[config.mk]
export PLATFORM = sky130hd
export DESIGN_NAME = ufem_divider
export DESIGN_NICKNAME = d
export VERILOG_FILES = /design/src/rtl/ufem_pkg.sv /design/src/rtl/ufem_divider.sv
export SDC_FILE = /design/constraint.sdc
export NUM_CORES = 1
export LEC_CHECK = 0
export ABC_AREA = 1
export BUFFER_PORTS_ARGS = -buffer_cell sky130_fd_sc_hd__buf_2
export CAP_MARGIN = 0
export CELL_PAD_IN_SITES_DETAIL_PLACEMENT = 1
export CELL_PAD_IN_SITES_GLOBAL_PLACEMENT = 2
export CORE_MARGIN = 1.5
export CORE_UTILIZATION = 32
export DETAILED_ROUTE_END_ITERATION = 12
export PLACE_DENSITY = 0.88
export SLEW_MARGIN = 20
export SYNTH_ARGS = -nofsm -noshare
export SYNTH_HDL_FRONTEND = slang
export SYNTH_SLANG_ARGS = --single-unit
[constraint.sdc]
create_clock -name clk_i -period 2.4 [get_ports clk_i]
set_input_delay 0.24 -clock clk_i [delete_from_list [all_inputs] [get_ports clk_i]]
set_output_delay 0.24 -clock clk_i [all_outputs]
set_load 0.03 [all_outputs]
[src/rtl/ufem_pkg.sv]
`default_nettype none
package ufem_pkg;
  localparam int unsigned VidW   = 16;
  localparam int unsigned Depth  = 65536;
  localparam int unsigned NumVtx = 65536;
  localparam int unsigned SizeW  = 17;
  localparam int unsigned RankW  = 5;
  localparam int unsigned ThrW   = 25;
  localparam int unsigned CW     = 24;
  localparam int unsigned WtW    = 20;
  localparam int unsigned CntW   = 17;
  localparam logic [CntW-1:0] ActiveVtx = CntW'((NumVtx < Depth) ? NumVtx : Depth);
  localparam logic [CW-1:0] MergeCReset = CW'(102400);
  localparam logic [1:0] RegMergeC = 2'd0;
endpackage
`default_nettype wire

[src/rtl/ufem_divider.sv]
`default_nettype none
// Restoring divider: one quotient bit per cycle, 24 quotient bits a transaction.
module ufem_divider
  import ufem_pkg::*;
(
  input  wire logic             clk_i,
  input  wire logic             rst_ni,
  input  wire logic             start_i,
  input  wire logic [CW-1:0]    dividend_i,
  input  wire logic [SizeW-1:0] divisor_i,
  output logic                  busy_o,
  output logic [CW-1:0]         quot_o
);
  logic [CW-1:0]    quot_q, quot_d;
  logic [SizeW:0]   rem_q, rem_d;
  logic [SizeW-1:0] dvs_q, dvs_d;
  logic [4:0]       cnt_q, cnt_d;
  logic             busy_q, busy_d;
  logic [SizeW:0]   trial;
  logic [SizeW+1:0] diff;

  // Shift one dividend bit into the partial remainder and try a subtract
  always_comb begin
    trial  = {rem_q[SizeW-1:0], quot_q[CW-1]};
    diff   = {1'b0, trial} - {2'b0, dvs_q};
    quot_d = quot_q;
    rem_d  = rem_q;
    dvs_d  = dvs_q;
    cnt_d  = cnt_q;
    busy_d = busy_q;
    if (start_i) begin
      quot_d = dividend_i;
      rem_d  = '0;
      dvs_d  = divisor_i;
      cnt_d  = 5'(CW - 1);
      busy_d = 1'b1;
    end else if (busy_q) begin
      if (!diff[SizeW+1]) begin
        rem_d  = diff[SizeW:0];
        quot_d = {quot_q[CW-2:0], 1'b1};
      end else begin
        rem_d  = trial;
        quot_d = {quot_q[CW-2:0], 1'b0};
      end
      if (cnt_q == '0) busy_d = 1'b0;
      else cnt_d = cnt_q - 5'd1;
    end
  end

  always_ff @(posedge clk_i or negedge rst_ni) begin
    if (!rst_ni) begin
      busy_q <= 1'b0;
      cnt_q  <= '0;
    end else begin
      busy_q <= busy_d;
      cnt_q  <= cnt_d;
    end
  end

  always_ff @(posedge clk_i) begin
    quot_q <= quot_d;
    rem_q  <= rem_d;
    dvs_q  <= dvs_d;
  end

  assign busy_o = busy_q;
  assign quot_o = quot_q;

  a_cnt_idle: assert property (@(posedge clk_i) disable iff (!rst_ni)
    busy_q && cnt_q == '0 && !start_i |=> !busy_q) else $error("divider overran");
  a_start: assert property (@(posedge clk_i) disable iff (!rst_ni)
    start_i |=> busy_q) else $error("divider did not start");
  a_cnt_load: assert property (@(posedge clk_i) disable iff (!rst_ni)
    start_i |=> cnt_q == 5'(CW - 1)) else $error("divider count not loaded");
endmodule
`default_nettype wire

Yosys cells after proc, flatten, opt, wreduce, memory -nomap -nowiden
Cells that the tools add are included.
{"block": "word_totals", "register_bits": 64, "input_bits": 44, "out_inout_bits": 25, "wordCells": 21}
{"block": "classes", "addsub": 2, "n_eq_ne": 1, "mux": 10, "n_reduce_logical": 3}
{"cell": "$mux 24", "n": 2}
{"cell": "$sub 18x17->19", "n": 1}
{"cell": "$mux 17", "n": 1}
{"cell": "$mux 5", "n": 3}
{"cell": "$logic_not 5->1", "n": 1}
{"cell": "$sub 5x1->5 const B", "n": 1}
{"cell": "$mux 1", "n": 4}
{"cell": "$ne 2x2->1 const B", "n": 1}
{"cell": "$reduce_and 2->1", "n": 1}
{"cell": "$reduce_bool 2->1", "n": 1}

Depth between registers and ports, before layout
{"block": "logic_depth", "ltp_word": 4, "ltp_mapped": 15, "ltp_nobuf": 14}

Least setup slack after synthesis
OpenSTA, ideal clock, no wires.
{"block": "synth_timing", "kind": "register to register", "startpoint": "register quot_q[23], in the netlist quot_o[23]", "endpoint": "register quot_q[0], in the netlist quot_o[0] (data pin)", "setup_ps": 262, "t_arrival_ps": 1859, "t_required_ps": 2138, "setup_slack_ps": 279, "path_stages_with_launch": 11, "n_path_buf": 2, "synth_period_minus_slack_ps": 2121, "path_cell_list": "edfxtp_1 inv_1 ha_1 inv_1 fa_1 nand3_2 nand3_2 nand2_2 buf_6 buf_12 a31oi_1"}
{"block": "synth_between", "elab_chain_len": 4}
{"element": "start, declared", "line": "ufem_divider.sv:14", "rtl": "logic [CW-1:0] quot_q, quot_d;"}
{"element": "start signal, assigned", "line": "ufem_divider.sv:61", "rtl": "quot_q <= quot_d;"}
{"element": "$sub 18x17->19", "line": "ufem_divider.sv:25", "rtl": "diff = {1'b0, trial} - {2'b0, dvs_q};"}
{"element": "$mux 1", "line": "ufem_divider.sv:38", "rtl": "if (!diff[SizeW+1]) begin"}
{"element": "$mux 24", "line": "ufem_divider.sv:37", "rtl": "end else if (busy_q) begin"}
{"element": "$mux 24", "line": "ufem_divider.sv:31", "rtl": "if (start_i) begin"}
{"element": "via quot_d[0]", "line": "ufem_divider.sv:14"}
The timed path passes the listed nets, and every way through them passes these cells. The select of a mux whose other input is x is not followed.
A chain may end at the register's enable or synchronous reset.

Worst setup path in the final report
{"block": "layout_timing", "startpoint": "register quot_q[23], in the netlist quot_o[23]", "endpoint": "register rem_q[16]"}
{"block": "layout_between", "elab_chain_len": 2}
{"element": "$sub 18x17->19", "line": "ufem_divider.sv:25"}
{"element": "$mux 17", "line": "ufem_divider.sv:38"}
{"element": "end signal, assigned", "line": "ufem_divider.sv:62", "rtl": "rem_q <= rem_d;"}
{"element": "end, declared", "line": "ufem_divider.sv:15", "rtl": "logic [SizeW:0] rem_q, rem_d;"}
No other way between the ends.

==> out/summary.txt <==
outcome = finished, final reports clean
Post-Syn Area = 3900 sq um
GRT Total Usage = 17.5%
Setup Total Neg Slack = 0 ns
TritonCTS clock tree = built
Max transition margin = 69.6%
final worst slack = 0.201 ns
clock tree buffer depth = 2
root buffer cell = clkbuf_16
IO Port Bufs = 68
Cells after DPL = 710
Pwr Total = 0.00460 W
Synth area leaders = edfxtp_1, nand2_1, dfxtp_1
Reg clk slew, reported paths = 0.05 ns
Tmin final = 2.20 ns
DRC viols = 0
I/O Pins = 69
worst slack at placement = 0.0633 ns
DRT Wirelength = 10.3 mm
CP dominant cell by count = nand2_1
Initial Util = 32.6%
Max Slew Vio Count = 0
vias in the first global route = 3,568
die width = 113 um
Site Rows = 40
Worst EP arrival = 2.42 ns
crit path buf inv count = 2
DIE AREA = 12,900 sq um
cell accounting for the most synthesized area = edfxtp_1
nature of the critical path endpoint = register
number of diodes = 0
Final period util = 91.6%
die height = 113 um
most common cell after layout, fill and taps aside = nand2_1
Layout Nets = 639
initial antenna violation count = 0
Yosys cell types = 38
largest net degree at the start of global routing = 35
Num CTS Buffers = 9
crit path launch type = register
post-synthesis register bit count = 64
routed vias = 3,425
area share of the largest cell type after synthesis = 31.5%
Final Hold Vio Count = 0
Detail Placement HPWL = 8.03 mm
layout cells sized above 1 = 20.0%
Cells after Synth = 499
area of the multi-input gates = 1810 sq um
vias per inst = 4.71
worst ir drop on vdd = 0.475 mV
post-route clock skew = 0.00789 ns
Routed Antenna Nets = 0
total setup buffers inserted after CTS = 0
post-synth net total = 563
total gr overflow = 0
worst-path cell chain = inv_1 -> ha_1 -> inv_1 -> fa_1 -> nand3_1 -> nand3_2 -> nand2_1 -> nand2_1 -> nand2_1 -> nand2_1 -> nand2_1 -> nand3_1 -> nand2_1 -> nand2_1
core area = 12,000 sq um
ys flop type = edfxtp_1
global-route wire length before repair = 17.7 mm
part of the Yosys area used for sequential elements = 44.1%
Post-synth EDFFs = 41
wire per inst = 14.2 um
Max Clk Rate = 0.455 GHz
Power per Cell Area = 981 nW/um^2
RSZ-0062 raised after global routing = false
CP delay by family, top = simple AND/OR/NAND/NOR gates
final cell count without fillers = 727
max incr delay on CP = 0.44 ns
H-tree level count = 3
commonest non-fill, non-tap cells in the layout = nand2_1, inv_1, buf_2
Async S/R FF share, synth = 9.38%
final setup vio count = 0
syn_area_per_cell = 7.82 sq um
worst slew pin tran = 0.453 ns
DRT Pass-1 Iters = 4
Worst path slowest cell = fa_1
CP required = 2.62 ns
CP Class = reg -> reg
Seq. cell area = 1720 sq um
cell leakage power = 2.49 nW
Hold WC Path Type = in -> reg
routability cong. = 0.793
drt initial violations = 160
Critical Path Fanout Max = 4
Clock Sink Count = 64
Fill cells = 1,467
Area growth, synth to finish = 20.0%
YS warnings = 0
clk_lat worst skew = 0.33 ns
maxcap violations = 0
Final Util = 39.2%
worst paths after layout:
path | cells past startpoint | slack (ns) | to | from
worst max register to register | 14 | 0.20 | rem_q[16] | quot_o[23]
min in group asynchronous | 2 | 0.31 | cnt_q[1] | rst_ni
max in group asynchronous | 2 | 1.94 | cnt_q[4] | rst_ni
worst min-delay path | 1 | 0.09 | dvs_q[10] | divisor_i[10]
worst max-delay path | 14 | 0.20 | rem_q[16] | quot_o[23]
worst min register to register | 2 | 0.48 | rem_q[7] | rem_q[7]
state kept, by name, indices dropped and copies added (netlist names):
| name | cells |
|---|---|
| busy_o | 1 |
| cnt_q | 5 |
| dvs_q | 17 |
| quot_o | 24 |
| rem_q | 17 |
Yosys cell counts (2+ instances only):
| master | n |
|---|---|
| ha_1 | 19 |
| and2_1 | 3 |
| nor3_1 | 3 |
| nand3b_2 | 7 |
| a31oi_1 | 2 |
| buf_6 | 4 |
| nand3_1 | 44 |
| a21oi_1 | 14 |
| nand4_1 | 4 |
| nand2_1 | 194 |
| a21oi_2 | 2 |
| nand2_2 | 6 |
| dfxtp_1 | 17 |
| dfrtp_1 | 6 |
| clkbuf_1 | 3 |
| nor2_1 | 19 |
| xnor2_1 | 6 |
| nand3_2 | 5 |
| edfxtp_1 | 41 |
| inv_1 | 74 |
| o21ai_0 | 9 |
cells by family after synthesis:
kind of cell             synth area share (%)
adder cells (fa/ha/maj)                  6.60
buffers and inverters                    9.97
AO/OA/AOI/OAI                            4.33
flip-flops                               44.1
AND/OR/NAND/NOR                          33.4
XOR/XNOR                                 1.57
routing by layer:
metal	global-route usage [%]	up-vias	wire [um]	share of wire, %
li1	-	1741	-	-
met1	23.1	1604	4860	47
met2	28.7	72	4790	46
met3	4.41	8	557	5.4
met4	4.92	0	125	1.2
met5	0	-	0	0
cell type report:
class	instances	area share [%]
Clock buffer	12	5.26
Sequential cell	64	36.7
Tap cell	147	3.93
Inverter	75	6.01
Timing Repair Buffer	77	9.03
Clock inverter	4	0.454
Multi-Input combinational cell	348	38.6
what timing repair did:
item | CTS | global route
endpoints found under the hold margin | 6 | 0
gates resized for setup | 0 | 3
hold buffers | 1 | 0
setup endpoints to repair | 0 | 16
power by group:
group,switching [W],internal [W]
clock,0.000461,0.000720
combinational,0.00122,0.000705
sequential,0.000133,0.00136
total,0.00181,0.00279
metrics by stage:
stage / area [sq um] / hold slack (ns)
floorplan: 3900 / -0.0556
global placement: 4390 / 0.0683
detailed placement: 4390 / 0.0764
CTS: 4670 / 0.0760
global route: 4690 / 0.0757
finish: 4690 / 0.0889
Power figures use the tool's default switching activity.
